<file path="src/rtl/ctg_pkg.sv">
// ---------------------------------------------------------------------------
// ctg_pkg: shared types and constants for the color temperature gain block
// Widths, polynomial coefficients (signed Q32) and sequencer encodings.
// ---------------------------------------------------------------------------
package ctg_pkg;

   // pixel and level formats
   localparam int PIX_W               = 8;
   localparam int PIX_MAX             = 255;
   localparam int NUM_CHAN            = 3;
   localparam int SAT_LIMIT           = (PIX_MAX + 1) * PIX_MAX;
   localparam int LEVEL_INT_W         = 16;
   localparam int LEVEL_FRAC_BITS_DEF = 8;

   // temperature register
   localparam int                 KELVIN_W     = 16;
   localparam logic [KELVIN_W-1:0] KELVIN_RESET = 16'd6500;
   localparam logic [KELVIN_W-1:0] KELVIN_SPLIT = 16'd6500;
   localparam logic [KELVIN_W-1:0] BLUE_FLOOR   = 16'd1500;
   localparam logic [KELVIN_W-1:0] BLUE_CEIL    = 16'd7000;

   // polynomial arithmetic
   localparam int COEF_FRAC_W = 32;
   localparam int ACC_W       = 48;
   localparam int ACC_SPLIT   = ACC_W / 2;
   localparam int COEF_IDX_W  = 3;
   localparam int DIV_W       = 64;
   localparam int DIV_REM_W   = 7;
   localparam int DIVISOR     = 100;
   localparam int DIV_ROUND   = DIVISOR / 2;

   localparam longint Q32 = 64'sd4294967296;

   localparam longint RED_HI_C0 = (64'sd2 * Q32 + 64'sd100 / 2) / 64'sd100;
   localparam longint RED_HI_C1 = (64'sd4757143 * Q32 + 64'sd1000000 / 2) / 64'sd1000000;
   localparam longint RED_HI_C2 = (64'sd4797143 * Q32 + 64'sd10000 / 2) / 64'sd10000;

   localparam longint GRN_HI_C0 = (64'sd1 * Q32 + 64'sd100 / 2) / 64'sd100;
   localparam longint GRN_HI_C1 = (64'sd2502381 * Q32 + 64'sd1000000 / 2) / 64'sd1000000;
   localparam longint GRN_HI_C2 = (64'sd3693214 * Q32 + 64'sd10000 / 2) / 64'sd10000;

   localparam longint GRN_LO_C0 =
      (64'sd1430717 * Q32 + 64'sd1000000000 / 2) / 64'sd1000000000;
   localparam longint GRN_LO_C1 =
      (64'sd2250017 * Q32 + 64'sd10000000 / 2) / 64'sd10000000;
   localparam longint GRN_LO_C2 = (64'sd1321698 * Q32 + 64'sd100000 / 2) / 64'sd100000;
   localparam longint GRN_LO_C3 = (64'sd5034577 * Q32 + 64'sd100000 / 2) / 64'sd100000;

   localparam longint BLU_C0 =
      (64'sd4820513 * Q32 + 64'sd1000000000000 / 2) / 64'sd1000000000000;
   localparam longint BLU_C1 =
      (64'sd1048834 * Q32 + 64'sd1000000000 / 2) / 64'sd1000000000;
   localparam longint BLU_C2 =
      (64'sd8684615 * Q32 + 64'sd100000000 / 2) / 64'sd100000000;
   localparam longint BLU_C3 = (64'sd3321611 * Q32 + 64'sd1000000 / 2) / 64'sd1000000;
   localparam longint BLU_C4 = (64'sd510587 * Q32 + 64'sd10000 / 2) / 64'sd10000;
   localparam longint BLU_C5 = (64'sd2601294 * Q32 + 64'sd10000 / 2) / 64'sd10000;

   typedef enum logic [2:0] {
      SEQ_IDLE,
      SEQ_START,
      SEQ_MUL_LO,
      SEQ_MUL_HI,
      SEQ_PREP,
      SEQ_DIV,
      SEQ_ADD,
      SEQ_STORE
   } seq_state_type;

   typedef enum logic [1:0] {
      JOB_RED,
      JOB_GREEN,
      JOB_BLUE
   } job_type;

   typedef enum logic [1:0] {
      POLY_RED_HI,
      POLY_GREEN_HI,
      POLY_GREEN_LO,
      POLY_BLUE_MID
   } poly_type;

   typedef logic signed [ACC_W-1:0] coef_type;

   // coefficient table, highest power first
   function automatic coef_type poly_coef(poly_type poly, logic [COEF_IDX_W-1:0] idx);
      longint c;
      c = 0;
      case (poly)
         POLY_RED_HI: begin
            case (idx)
               3'd0:    c = RED_HI_C0;
               3'd1:    c = -RED_HI_C1;
               3'd2:    c = RED_HI_C2;
               default: c = 0;
            endcase
         end
         POLY_GREEN_HI: begin
            case (idx)
               3'd0:    c = GRN_HI_C0;
               3'd1:    c = -GRN_HI_C1;
               3'd2:    c = GRN_HI_C2;
               default: c = 0;
            endcase
         end
         POLY_GREEN_LO: begin
            case (idx)
               3'd0:    c = GRN_LO_C0;
               3'd1:    c = -GRN_LO_C1;
               3'd2:    c = GRN_LO_C2;
               3'd3:    c = -GRN_LO_C3;
               default: c = 0;
            endcase
         end
         POLY_BLUE_MID: begin
            case (idx)
               3'd0:    c = -BLU_C0;
               3'd1:    c = BLU_C1;
               3'd2:    c = -BLU_C2;
               3'd3:    c = BLU_C3;
               3'd4:    c = -BLU_C4;
               3'd5:    c = BLU_C5;
               default: c = 0;
            endcase
         end
         default: c = 0;
      endcase
      return coef_type'(c);
   endfunction

   function automatic logic [COEF_IDX_W-1:0] poly_last(poly_type poly);
      logic [COEF_IDX_W-1:0] n;
      case (poly)
         POLY_RED_HI:   n = 3'd2;
         POLY_GREEN_HI: n = 3'd2;
         POLY_GREEN_LO: n = 3'd3;
         POLY_BLUE_MID: n = 3'd5;
         default:       n = 3'd2;
      endcase
      return n;
   endfunction

endpackage

</file>
<file path="src/rtl/ctg_div100.sv">
// ---------------------------------------------------------------------------
// ctg_div100: divider by one hundred
// Long division on 16-bit digits, one quotient digit per cycle, each digit
// found by reciprocal multiplication; unsigned dividend.
// ---------------------------------------------------------------------------
module ctg_div100 (
   input  logic                        clock,
   input  logic                        reset,
   input  logic                        start,
   input  logic [ctg_pkg::DIV_W-1:0]   dividend,
   output logic [ctg_pkg::DIV_W-1:0]   quotient,
   output logic                        done
);

   localparam int DIG_W    = 16;
   localparam int NUM_DIG  = ctg_pkg::DIV_W / DIG_W;
   localparam int CNT_W    = $clog2(NUM_DIG + 1);
   localparam int REM_W    = ctg_pkg::DIV_REM_W;
   localparam int PART_W   = REM_W + DIG_W;
   // floor(n / 100) = (n * RECIP) >> RECIP_SH holds for every partial value
   localparam int RECIP_SH = 30;
   localparam int RECIP_W  = 24;
   localparam logic [RECIP_W-1:0] RECIP =
      RECIP_W'(((longint'(1) << RECIP_SH) + ctg_pkg::DIVISOR - 1) / ctg_pkg::DIVISOR);
   localparam int MUL_W    = PART_W + RECIP_W;

   logic [CNT_W-1:0]          cnt_ff, cnt_in;
   logic [ctg_pkg::DIV_W-1:0] quo_ff, quo_in;
   logic [REM_W-1:0]          rem_ff, rem_in;
   logic [PART_W-1:0]         part;
   logic [MUL_W-1:0]          part_mul;
   logic [DIG_W-1:0]          digit;
   logic [PART_W-1:0]         digit_back;

   always_comb begin
      part       = {rem_ff, quo_ff[ctg_pkg::DIV_W-1 -: DIG_W]};
      part_mul   = MUL_W'(part) * MUL_W'(RECIP);
      digit      = part_mul[RECIP_SH +: DIG_W];
      digit_back = PART_W'(digit) * PART_W'(ctg_pkg::DIVISOR);
      cnt_in = cnt_ff;
      quo_in = quo_ff;
      rem_in = rem_ff;
      if (start) begin
         cnt_in = CNT_W'(NUM_DIG);
         quo_in = dividend;
         rem_in = '0;
      end else if (cnt_ff != '0) begin
         // shift dividend digits out the top, quotient digits in the bottom
         cnt_in = cnt_ff - 1'b1;
         quo_in = {quo_ff[ctg_pkg::DIV_W-DIG_W-1:0], digit};
         rem_in = REM_W'(part - digit_back);
      end
   end

   always_ff @(posedge clock) begin
      if (reset) begin
         cnt_ff <= '0;
      end else begin
         cnt_ff <= cnt_in;
      end
   end

   always_ff @(posedge clock) begin
      quo_ff <= quo_in;
      rem_ff <= rem_in;
   end

   assign quotient = quo_ff;
   assign done     = (cnt_ff == '0);

endmodule

</file>
<file path="src/rtl/ctg_level_seq.sv">
// ---------------------------------------------------------------------------
// ctg_level_seq: channel level sequencer
// Holds the temperature register and derives the three levels as constants
// or by Horner evaluation on a shared split multiplier and serial divider.
// ---------------------------------------------------------------------------
module ctg_level_seq #(
   parameter int LEVEL_FRAC_BITS = ctg_pkg::LEVEL_FRAC_BITS_DEF
) (
   input  logic                                                 clock,
   input  logic                                                 reset,
   input  logic                                                 start,
   input  logic [ctg_pkg::KELVIN_W-1:0]                         kelvin,
   output logic                                                 busy,
   output logic signed [ctg_pkg::LEVEL_INT_W+LEVEL_FRAC_BITS-1:0] red_level,
   output logic signed [ctg_pkg::LEVEL_INT_W+LEVEL_FRAC_BITS-1:0] green_level,
   output logic signed [ctg_pkg::LEVEL_INT_W+LEVEL_FRAC_BITS-1:0] blue_level
);

   localparam int LEVEL_W   = ctg_pkg::LEVEL_INT_W + LEVEL_FRAC_BITS;
   localparam int ACC_W     = ctg_pkg::ACC_W;
   localparam int DIV_W     = ctg_pkg::DIV_W;
   localparam int SPLIT     = ctg_pkg::ACC_SPLIT;
   localparam int KW        = ctg_pkg::KELVIN_W;
   localparam int LO_PROD_W = SPLIT + KW;
   localparam int HI_PROD_W = ACC_W - SPLIT + KW + 1;
   localparam int SHIFT     = ctg_pkg::COEF_FRAC_W - LEVEL_FRAC_BITS;
   localparam int IDX_W     = ctg_pkg::COEF_IDX_W;

   localparam logic signed [LEVEL_W-1:0] LEVEL_FULL =
      LEVEL_W'(ctg_pkg::PIX_MAX) << LEVEL_FRAC_BITS;
   localparam logic signed [LEVEL_W-1:0] LEVEL_MAX = {1'b0, {(LEVEL_W-1){1'b1}}};
   localparam logic signed [LEVEL_W-1:0] LEVEL_MIN = {1'b1, {(LEVEL_W-1){1'b0}}};
   localparam logic [ACC_W:0]            ROUND_HALF = (ACC_W + 1)'(1) << (SHIFT - 1);

   ctg_pkg::seq_state_type state_ff, state_in;
   ctg_pkg::job_type       job_ff, job_in, job_next;
   ctg_pkg::poly_type      poly_ff, poly_in, poly_pick;
   logic [KW-1:0]          kelvin_ff, kelvin_in;
   logic [IDX_W-1:0]       idx_ff, idx_in;
   logic signed [ACC_W-1:0] acc_ff, acc_in;
   logic signed [DIV_W-1:0] prod_ff, prod_in;
   logic                   neg_ff, neg_in;
   logic signed [LEVEL_W-1:0] red_ff, red_in, green_ff, green_in, blue_ff, blue_in;

   logic                   use_poly, job_last, div_start, div_done;
   logic signed [LEVEL_W-1:0] const_level, sat_level, level_val;
   logic                   level_we;
   logic [LO_PROD_W-1:0]   lo_prod;
   logic signed [HI_PROD_W-1:0] hi_prod;
   logic signed [DIV_W-1:0] hi_ext;
   logic [DIV_W-1:0]       div_dividend, div_quo;
   logic signed [ACC_W-1:0] quo_trunc, quo_signed;
   logic signed [ACC_W:0]  round_sum;
   logic signed [LEVEL_W:0] lvl_wide;

   // pick the formula for the channel at hand
   always_comb begin
      use_poly    = 1'b1;
      poly_pick   = ctg_pkg::POLY_GREEN_LO;
      const_level = LEVEL_FULL;
      case (job_ff)
         ctg_pkg::JOB_RED: begin
            if (kelvin_ff > ctg_pkg::KELVIN_SPLIT) begin
               poly_pick = ctg_pkg::POLY_RED_HI;
            end else begin
               use_poly = 1'b0;
            end
         end
         ctg_pkg::JOB_GREEN: begin
            poly_pick = (kelvin_ff > ctg_pkg::KELVIN_SPLIT) ? ctg_pkg::POLY_GREEN_HI
                                                           : ctg_pkg::POLY_GREEN_LO;
         end
         ctg_pkg::JOB_BLUE: begin
            if (kelvin_ff < ctg_pkg::BLUE_FLOOR) begin
               use_poly    = 1'b0;
               const_level = '0;
            end else if (kelvin_ff > ctg_pkg::BLUE_CEIL) begin
               use_poly = 1'b0;
            end else begin
               poly_pick = ctg_pkg::POLY_BLUE_MID;
            end
         end
         default: use_poly = 1'b0;
      endcase
   end

   always_comb begin
      job_last = (job_ff == ctg_pkg::JOB_BLUE);
      case (job_ff)
         ctg_pkg::JOB_RED:   job_next = ctg_pkg::JOB_GREEN;
         ctg_pkg::JOB_GREEN: job_next = ctg_pkg::JOB_BLUE;
         default:            job_next = ctg_pkg::JOB_RED;
      endcase
   end

   // split multiply: low half unsigned, high half signed, summed next cycle
   always_comb begin
      lo_prod = acc_ff[SPLIT-1:0] * kelvin_ff;
      hi_prod = $signed(acc_ff[ACC_W-1:SPLIT]) * $signed({1'b0, kelvin_ff});
      hi_ext  = {{(DIV_W-HI_PROD_W){hi_prod[HI_PROD_W-1]}}, hi_prod};
   end

   // floor division of a negative value: -(floor((-v + 99) / 100))
   assign div_dividend = prod_ff[DIV_W-1] ? (~prod_ff + DIV_W'(ctg_pkg::DIVISOR))
                                          : prod_ff;

   always_comb begin
      quo_trunc  = div_quo[ACC_W-1:0];
      quo_signed = neg_ff ? -quo_trunc : quo_trunc;
   end

   // round to the level format and clamp
   always_comb begin
      round_sum = {acc_ff[ACC_W-1], acc_ff} + ROUND_HALF;
      lvl_wide  = round_sum[ACC_W:SHIFT];
      if (lvl_wide[LEVEL_W] != lvl_wide[LEVEL_W-1]) begin
         sat_level = lvl_wide[LEVEL_W] ? LEVEL_MIN : LEVEL_MAX;
      end else begin
         sat_level = lvl_wide[LEVEL_W-1:0];
      end
   end

   // next state
   always_comb begin
      state_in = state_ff;
      case (state_ff)
         ctg_pkg::SEQ_IDLE:   if (start) state_in = ctg_pkg::SEQ_START;
         ctg_pkg::SEQ_START: begin
            if (use_poly) begin
               state_in = ctg_pkg::SEQ_MUL_LO;
            end else begin
               state_in = job_last ? ctg_pkg::SEQ_IDLE : ctg_pkg::SEQ_START;
            end
         end
         ctg_pkg::SEQ_MUL_LO: state_in = ctg_pkg::SEQ_MUL_HI;
         ctg_pkg::SEQ_MUL_HI: state_in = ctg_pkg::SEQ_PREP;
         ctg_pkg::SEQ_PREP:   state_in = ctg_pkg::SEQ_DIV;
         ctg_pkg::SEQ_DIV:    if (div_done) state_in = ctg_pkg::SEQ_ADD;
         ctg_pkg::SEQ_ADD: begin
            state_in = (idx_ff == ctg_pkg::poly_last(poly_ff)) ? ctg_pkg::SEQ_STORE
                                                              : ctg_pkg::SEQ_MUL_LO;
         end
         ctg_pkg::SEQ_STORE:  state_in = job_last ? ctg_pkg::SEQ_IDLE : ctg_pkg::SEQ_START;
         default:             state_in = ctg_pkg::SEQ_IDLE;
      endcase
   end

   // outputs
   always_comb begin
      busy      = 1'b1;
      div_start = 1'b0;
      level_we  = 1'b0;
      level_val = sat_level;
      case (state_ff)
         ctg_pkg::SEQ_IDLE:  busy = 1'b0;
         ctg_pkg::SEQ_START: begin
            level_we  = !use_poly;
            level_val = const_level;
         end
         ctg_pkg::SEQ_PREP:  div_start = 1'b1;
         ctg_pkg::SEQ_STORE: level_we = 1'b1;
         default:            busy = 1'b1;
      endcase
   end

   // datapath next values
   always_comb begin
      kelvin_in = kelvin_ff;
      job_in    = job_ff;
      poly_in   = poly_ff;
      idx_in    = idx_ff;
      acc_in    = acc_ff;
      prod_in   = prod_ff;
      neg_in    = neg_ff;
      red_in    = red_ff;
      green_in  = green_ff;
      blue_in   = blue_ff;
      case (state_ff)
         ctg_pkg::SEQ_IDLE: begin
            if (start) begin
               kelvin_in = kelvin;
               job_in    = ctg_pkg::JOB_RED;
            end
         end
         ctg_pkg::SEQ_START: begin
            if (use_poly) begin
               poly_in = poly_pick;
               acc_in  = ctg_pkg::poly_coef(poly_pick, '0);
               idx_in  = IDX_W'(1);
            end else begin
               job_in = job_next;
            end
         end
         ctg_pkg::SEQ_MUL_LO: prod_in = DIV_W'(lo_prod);
         ctg_pkg::SEQ_MUL_HI: begin
            prod_in = prod_ff + (hi_ext <<< SPLIT) + DIV_W'(ctg_pkg::DIV_ROUND);
         end
         ctg_pkg::SEQ_PREP:   neg_in = prod_ff[DIV_W-1];
         ctg_pkg::SEQ_ADD: begin
            acc_in = quo_signed + ctg_pkg::poly_coef(poly_ff, idx_ff);
            idx_in = idx_ff + 1'b1;
         end
         ctg_pkg::SEQ_STORE:  job_in = job_next;
         default: ;
      endcase
      if (level_we) begin
         case (job_ff)
            ctg_pkg::JOB_RED:   red_in   = level_val;
            ctg_pkg::JOB_GREEN: green_in = level_val;
            default:            blue_in  = level_val;
         endcase
      end
   end

   always_ff @(posedge clock) begin
      if (reset) begin
         // derive the reset temperature's levels right away
         state_ff  <= ctg_pkg::SEQ_START;
         job_ff    <= ctg_pkg::JOB_RED;
         kelvin_ff <= ctg_pkg::KELVIN_RESET;
         poly_ff   <= ctg_pkg::POLY_RED_HI;
         idx_ff    <= '0;
      end else begin
         state_ff  <= state_in;
         job_ff    <= job_in;
         kelvin_ff <= kelvin_in;
         poly_ff   <= poly_in;
         idx_ff    <= idx_in;
      end
   end

   always_ff @(posedge clock) begin
      acc_ff   <= acc_in;
      prod_ff  <= prod_in;
      neg_ff   <= neg_in;
      red_ff   <= red_in;
      green_ff <= green_in;
      blue_ff  <= blue_in;
   end

   ctg_div100 u_div (
      .clock    (clock),
      .reset    (reset),
      .start    (div_start),
      .dividend (div_dividend),
      .quotient (div_quo),
      .done     (div_done)
   );

   assign red_level   = red_ff;
   assign green_level = green_ff;
   assign blue_level  = blue_ff;

endmodule

</file>
<file path="src/rtl/ctg_pixel_pipe.sv">
// ---------------------------------------------------------------------------
// ctg_pixel_pipe: three-stage pixel scaling pipeline
// Input register, product register, result register; each channel is
// multiplied by its level, rounded, divided by 255 and saturated.
// ---------------------------------------------------------------------------
module ctg_pixel_pipe #(
   parameter int LEVEL_FRAC_BITS = ctg_pkg::LEVEL_FRAC_BITS_DEF
) (
   input  logic                                                  clock,
   input  logic                                                  reset,
   input  logic                                                  hold,
   input  logic signed [ctg_pkg::LEVEL_INT_W+LEVEL_FRAC_BITS-1:0] red_level,
   input  logic signed [ctg_pkg::LEVEL_INT_W+LEVEL_FRAC_BITS-1:0] green_level,
   input  logic signed [ctg_pkg::LEVEL_INT_W+LEVEL_FRAC_BITS-1:0] blue_level,
   input  logic                                                  req_valid,
   output logic                                                  req_stall,
   input  logic [ctg_pkg::NUM_CHAN-1:0][ctg_pkg::PIX_W-1:0]      req_chan,
   output logic                                                  rsp_valid,
   input  logic                                                  rsp_stall,
   output logic [ctg_pkg::NUM_CHAN-1:0][ctg_pkg::PIX_W-1:0]      rsp_chan
);

   localparam int PW      = ctg_pkg::PIX_W;
   localparam int NC      = ctg_pkg::NUM_CHAN;
   localparam int LEVEL_W = ctg_pkg::LEVEL_INT_W + LEVEL_FRAC_BITS;
   localparam int PROD_W  = PW + LEVEL_W - 1;
   localparam int T_W     = PROD_W + 1 - LEVEL_FRAC_BITS;
   localparam int W2      = 2 * PW;
   localparam int M_W     = 3 * PW + 1;
   localparam logic [PROD_W:0] HALF =
      (PROD_W + 1)'(ctg_pkg::PIX_MAX) << (LEVEL_FRAC_BITS - 1);

   logic                 v1_ff, v1_in, v2_ff, v2_in, v3_ff, v3_in;
   logic                 ready1, ready2, ready3, accept, adv12, adv23, take;

   logic [NC-1:0][PW-1:0]     chan_ff, chan_in;
   logic [NC-1:0][PROD_W-1:0] prod_ff, prod_in;
   logic [NC-1:0][PW-1:0]     out_ff, out_in;

   logic signed [LEVEL_W-1:0] lvl     [NC];
   logic [LEVEL_W-2:0]        lvl_pos [NC];
   logic [PROD_W-1:0]         prod_c  [NC];
   logic [PROD_W:0]           rsum    [NC];
   logic [T_W-1:0]            t_val   [NC];
   logic [W2-1:0]             t16     [NC];
   logic [M_W-1:0]            m_val   [NC];
   logic [PW-1:0]             q0      [NC];
   logic [W2-1:0]             back    [NC];
   logic [W2-1:0]             r_val   [NC];
   logic [PW-1:0]             res_c   [NC];

   // handshake: a stage takes a request when it is empty or moving on
   always_comb begin
      ready3    = !v3_ff || !rsp_stall;
      adv23     = v2_ff && ready3;
      ready2    = !v2_ff || ready3;
      adv12     = v1_ff && ready2;
      ready1    = !v1_ff || ready2;
      req_stall = hold || !ready1;
      accept    = req_valid && !req_stall;
      take      = v3_ff && !rsp_stall;
      v1_in     = accept ? 1'b1 : (adv12 ? 1'b0 : v1_ff);
      v2_in     = adv12 ? 1'b1 : (adv23 ? 1'b0 : v2_ff);
      v3_in     = adv23 ? 1'b1 : (take ? 1'b0 : v3_ff);
   end

   assign lvl[0] = red_level;
   assign lvl[1] = green_level;
   assign lvl[2] = blue_level;

   always_comb begin
      for (int c = 0; c < NC; c++) begin
         // a level of zero or below gives black
         lvl_pos[c] = (!lvl[c][LEVEL_W-1] && lvl[c] != '0) ? lvl[c][LEVEL_W-2:0] : '0;
         prod_c[c]  = chan_ff[c] * lvl_pos[c];

         rsum[c]  = {1'b0, prod_ff[c]} + HALF;
         t_val[c] = rsum[c][PROD_W:LEVEL_FRAC_BITS];
         // divide by 255: estimate with t*257/65536, then one correction
         t16[c]   = t_val[c][W2-1:0];
         m_val[c] = {1'b0, t16[c], PW'(0)} + M_W'(t16[c]);
         q0[c]    = m_val[c][3*PW-1:W2];
         back[c]  = {q0[c], PW'(0)} - W2'(q0[c]);
         r_val[c] = t16[c] - back[c];
         if (t_val[c] >= T_W'(ctg_pkg::SAT_LIMIT)) begin
            res_c[c] = PW'(ctg_pkg::PIX_MAX);
         end else if (r_val[c] >= W2'(ctg_pkg::PIX_MAX)) begin
            res_c[c] = q0[c] + 1'b1;
         end else begin
            res_c[c] = q0[c];
         end

         chan_in[c] = accept ? req_chan[c] : chan_ff[c];
         prod_in[c] = adv12 ? prod_c[c] : prod_ff[c];
         out_in[c]  = adv23 ? res_c[c] : out_ff[c];
      end
   end

   always_ff @(posedge clock) begin
      if (reset) begin
         v1_ff <= 1'b0;
         v2_ff <= 1'b0;
         v3_ff <= 1'b0;
      end else begin
         v1_ff <= v1_in;
         v2_ff <= v2_in;
         v3_ff <= v3_in;
      end
   end

   always_ff @(posedge clock) begin
      chan_ff <= chan_in;
      prod_ff <= prod_in;
      out_ff  <= out_in;
   end

   assign rsp_valid = v3_ff;
   assign rsp_chan  = out_ff;

endmodule

</file>
<file path="src/rtl/color_temperature_gain.sv">
// ---------------------------------------------------------------------------
// color_temperature_gain: white balance gains from a lamp color temperature
// Scales each pixel's three channels by levels derived from lamp_kelvin.
// ---------------------------------------------------------------------------
// Pixels stream at one per clock unless rsp_stall or a level derivation
// holds them, through the input, product and result registers. Writing
// csr_lamp_kelvin starts the level derivation, which evaluates the
// polynomials term by term on one split multiplier and a divide-by-100 unit
// that yields sixteen quotient bits per cycle; a derivation also runs for
// the 6500 K reset value right after reset. While it runs req_stall is held
// high and csr_ready low.
module color_temperature_gain #(
   parameter int LEVEL_FRAC_BITS = ctg_pkg::LEVEL_FRAC_BITS_DEF
) (
   input  logic                              clock,
   input  logic                              reset,
   input  logic                              csr_valid,
   output logic                              csr_ready,
   input  logic [ctg_pkg::KELVIN_W-1:0]      csr_lamp_kelvin,
   input  logic                              req_valid,
   output logic                              req_stall,
   input  logic [ctg_pkg::PIX_W-1:0]         req_chan_zero,
   input  logic [ctg_pkg::PIX_W-1:0]         req_chan_one,
   input  logic [ctg_pkg::PIX_W-1:0]         req_chan_two,
   output logic                              rsp_valid,
   input  logic                              rsp_stall,
   output logic [ctg_pkg::PIX_W-1:0]         rsp_out_zero,
   output logic [ctg_pkg::PIX_W-1:0]         rsp_out_one,
   output logic [ctg_pkg::PIX_W-1:0]         rsp_out_two
);

   localparam int LEVEL_W = ctg_pkg::LEVEL_INT_W + LEVEL_FRAC_BITS;

   logic                      seq_busy, csr_write;
   logic signed [LEVEL_W-1:0] red_level, green_level, blue_level;
   logic [ctg_pkg::NUM_CHAN-1:0][ctg_pkg::PIX_W-1:0] req_chan, rsp_chan;

   assign csr_ready = !seq_busy;
   assign csr_write = csr_valid && csr_ready;

   ctg_level_seq #(
      .LEVEL_FRAC_BITS (LEVEL_FRAC_BITS)
   ) u_seq (
      .clock       (clock),
      .reset       (reset),
      .start       (csr_write),
      .kelvin      (csr_lamp_kelvin),
      .busy        (seq_busy),
      .red_level   (red_level),
      .green_level (green_level),
      .blue_level  (blue_level)
   );

   assign req_chan = {req_chan_two, req_chan_one, req_chan_zero};

   ctg_pixel_pipe #(
      .LEVEL_FRAC_BITS (LEVEL_FRAC_BITS)
   ) u_pipe (
      .clock       (clock),
      .reset       (reset),
      .hold        (seq_busy),
      .red_level   (red_level),
      .green_level (green_level),
      .blue_level  (blue_level),
      .req_valid   (req_valid),
      .req_stall   (req_stall),
      .req_chan    (req_chan),
      .rsp_valid   (rsp_valid),
      .rsp_stall   (rsp_stall),
      .rsp_chan    (rsp_chan)
   );

   assign rsp_out_zero = rsp_chan[0];
   assign rsp_out_one  = rsp_chan[1];
   assign rsp_out_two  = rsp_chan[2];

   // no pixel enters while levels are being derived
   a_no_req_while_busy: assert property (@(posedge clock) disable iff (reset)
      seq_busy |-> !(req_valid && !req_stall))
      else $error("pixel request accepted during level derivation");

   // a temperature write always launches a derivation
   a_csr_starts_seq: assert property (@(posedge clock) disable iff (reset)
      csr_write |=> seq_busy)
      else $error("temperature write did not start level derivation");

   // a derivation blocks further temperature writes
   a_csr_blocked_busy: assert property (@(posedge clock) disable iff (reset)
      seq_busy |-> !csr_write)
      else $error("temperature write taken during level derivation");

endmodule
</file>
<file path="config.mk">
export PLATFORM = sky130hd
export DESIGN_NAME = color_temperature_gain
export DESIGN_NICKNAME = d
export VERILOG_FILES = /design/src/rtl/ctg_pkg.sv /design/src/rtl/ctg_div100.sv /design/src/rtl/ctg_level_seq.sv /design/src/rtl/ctg_pixel_pipe.sv /design/src/rtl/color_temperature_gain.sv
export SDC_FILE = /design/constraint.sdc
export NUM_CORES = 2
export LEC_CHECK = 0
export BUFFER_PORTS_ARGS = -buffer_cell sky130_fd_sc_hd__buf_2
export CORE_AREA = 2 2 481 483
export DETAILED_ROUTE_END_ITERATION = 8
export DIE_AREA = 0 0 483 485
export GPL_TIMING_DRIVEN = 0
export HOLD_SLACK_MARGIN = 0.1
export MAX_ROUTING_LAYER = met4
export SLEW_MARGIN = 0
export SYNTH_ARGS = -nofsm -noshare
export SYNTH_HDL_FRONTEND = slang
export SYNTH_SLANG_ARGS = --single-unit
export TNS_END_PERCENT = 10
</file>
<file path="constraint.sdc">
create_clock -name clock -period 18.6 [get_ports clock]
set_clock_uncertainty 0.05 [all_clocks]
set_input_delay 0.93 -clock clock [delete_from_list [all_inputs] [get_ports clock]]
set_output_delay 0.93 -clock clock [all_outputs]
set_load 0.02 [all_outputs]
</file>
==> flow_summary.json <==
{
  "first_global_vias": 65500,
  "rsz0062_at_grt": "no",
  "min_period_over_period": 0.575,
  "cts_resized": 0,
  "syn_nets": 11000,
  "routed_wl_mm": 242,
  "path_common_cell": "fa_1",
  "final-setup-viol-count": 0,
  "cts_buffers": 48,
  "finalCriticalPeriod_ps": 10700,
  "syn_avg_cell_area_um2": 9.01,
  "r2r_slack_ps": 7900,
  "io_pins": 72,
  "r2r_start": "u_seq.kelvin_ff[7]",
  "r2r_end": "u_seq.prod_ff[63]",
  "grt_usage": 0.212,
  "max_clock_freq_ghz": 0.0934,
  "synth_edf_count": 369,
  "yosysSeqAreaShare": 0.149,
  "holdBufCountCts": 0,
  "route.detailed.drc": 0,
  "die_w_um": 483,
  "rows": 176,
  "nets": 11100,
  "wl_per_cell_um": 20.0,
  "gp_congestion": 0.998,
  "vias": 62800,
  "cts_setup_buffers": 0,
  "clockBufferDepth": 3,
  "worstHoldEndpoint": "u_pipe.chan_ff[7]",
  "synthFlopType": "edfxtp_1",
  "worstSetupStartpointType": "flip-flop",
  "start_util": 0.348,
  "synth.distinct_cells": 86,
  "cp.required_ps": 18910,
  "area.growth.synth_to_final_pct": 7.63,
  "numPortBuffers": 71,
  "tightest_slew_ps": 1280,
  "grt_pass1_wl_mm": 379,
  "maxCapViolations": 0,
  "worstHoldStart": "req_chan_zero[7]",
  "cp_slowest_cell": "clkbuf_1",
  "syn-cell-area_um2": 79800,
  "clk_pin_slew_ps": 70,
  "hold_depth": 1,
  "drive_gt1_frac": 0.0250,
  "core-area_um2": 229000,
  "setup_tns_ps": 0,
  "slowest_delay_ps": 860,
  "synth_seq_cells": 408,
  "placedInstanceArea_um2": 84100,
  "criticalPathCategory": "reg2reg",
  "r2r_cells": 36,
  "ys_warn_count": 0,
  "report.final.hold_viol_count": 0,
  "hold_class": "in2reg",
  "fin_cells": 12100,
  "synth_cells": 8860,
  "dr.pass1.iters": 6,
  "root_buffer": "clkbuf_16",
  "gr-total-overflow": 0,
  "grt_max_degree": 65,
  "numClockSinks": 408,
  "drt_iter0_drc": 5068,
  "crit_arrival_ps": 11010,
  "outcome": "finished, final reports clean",
  "slew_headroom": 0.141,
  "postLayoutCellArea_um2": 85900,
  "cts_tree": "built",
  "synthArstFlopShare": 0,
  "die_h_um": 485,
  "die_area_um2": 234000,
  "clock_latency_ps": 660,
  "vias_per_cell": 5.21,
  "ctsHtreeMaxLevel": 2,
  "dp_hpwl_mm": 204,
  "slew_viol_final": 0,
  "ant_nets": 0,
  "critPathMaxFanout": 10,
  "critPathCaptureType": "flip-flop",
  "antenna_found_initial": 10,
  "dpl.cell_count": 12000
}
## routing by layer
layer / wire, um / track usage / vias to the layer above / share of wire
met3: 17500 / 0.0335 / 368 / 0.073
met2: 110000 / 0.333 / 2111 / 0.46
li1: - / - / 28800 / -
met5: 0 / - / - / 0
met4: 8430 / 0.0661 / 0 / 0.035
met1: 106000 / 0.280 / 31600 / 0.44
## flip-flops by register name, indices dropped and copies added (netlist names), 48 cells and up
register	count
u_pipe.prod_ff	72
u_seq.prod_ff	64
u_seq.u_div.quotient	64
u_seq.acc_ff	48
## cells in the mapped netlist (185+ instances only)
master / count / area share
inv_1: 1617 / 0.076
fa_1: 1250 / 0.31
nand2_1: 1165 / 0.055
ha_1: 827 / 0.13
and2_1: 409 / 0.032
edfxtp_1: 369 / 0.14
a21oi_1: 359 / 0.023
clkbuf_1: 332 / 0.016
o21ai_0: 318 / 0.020
xnor2_1: 294 / 0.032
nor2_1: 288 / 0.014
xor2_1: 185 / 0.020
## cell usage in the layout (no fill, tap or decap), types with 46 or more instances in the layout
cell,synthesis,routed
nor2b_1,70,68
o31ai_1,56,56
nand2b_1,61,61
nand2_1,1165,1163
nor2_1,288,288
xnor2_1,294,294
and2_1,409,409
ha_1,827,827
nor3_1,94,93
clkbuf_1,332,333
a21o_1,133,133
nand3_1,103,103
buf_2,2,74
clkbuf_16,0,50
nand4_1,58,58
inv_1,1617,1617
o21ai_0,318,317
a21oi_1,359,359
xor2_1,185,185
and3_1,182,181
o21a_1,46,46
fa_1,1250,1250
edfxtp_1,369,369
## layout make-up
cell class | count | area, um2
fillers | 23200 | 143000
multi-input cells | 6460 | 60500
flip-flops and latches | 408 | 11900
inverters | 1619 | 6080
well taps | 3026 | 3790
plain buffers | 373 | 1410
clock buffers | 52 | 1260
repair buffers | 81 | 508
clock inverters | 38 | 474
diodes | 7 | 17.5
## through the flow
step / util / hold slack, ps / setup WS, ps
5_1_grt: 0.375 / 374 / 7570
6_report: 0.375 / 406 / 7900
3_3_place_gp: 0.367 / 403 / 8160
2_1_floorplan: - / 374 / 10070
3_5_place_dp: 0.367 / 430 / 8070
4_1_cts: 0.375 / 352 / 8070
## how the worst max path moves through the flow
stage	start	to	slack (ps)	cells past startpoint
after floorplan	u_seq.kelvin_ff[3]	u_seq.prod_ff[63]	10070	36
after global placement	u_seq.kelvin_ff[8]	u_seq.prod_ff[63]	8160	32
after detailed placement	u_seq.kelvin_ff[7]	u_seq.prod_ff[63]	8070	36
after CTS	u_seq.kelvin_ff[7]	u_seq.prod_ff[63]	8070	36
after global routing	u_seq.kelvin_ff[7]	u_seq.prod_ff[63]	7570	36
final	u_seq.kelvin_ff[7]	u_seq.prod_ff[63]	7900	36
## cell families after synthesis
logic type / Yosys count / share of synthesized area
AOI/OAI and AO/OA: 1231 / 0.0967
xor gates and xnor gates: 480 / 0.0529
and+or+nand+nor: 2641 / 0.161
DFF: 408 / 0.149
muxes: 30 / 0.00383
adders and majority gates: 2078 / 0.443
buffers and inverters: 1992 / 0.0938
## worst max-delay path: cells and delay by family (launching register included)
family	cells	cell delay (ps)
adders and majority gates	8	3200
AOI/OAI and AO/OA	16	3840
xor gates and xnor gates	1	200
buffers and inverters	6	2140
and+or+nand+nor	5	660
DFF	1	300
Power is not shown: default switching activity piles up to over one toggle a cycle in this logic, so the estimate is an artifact.
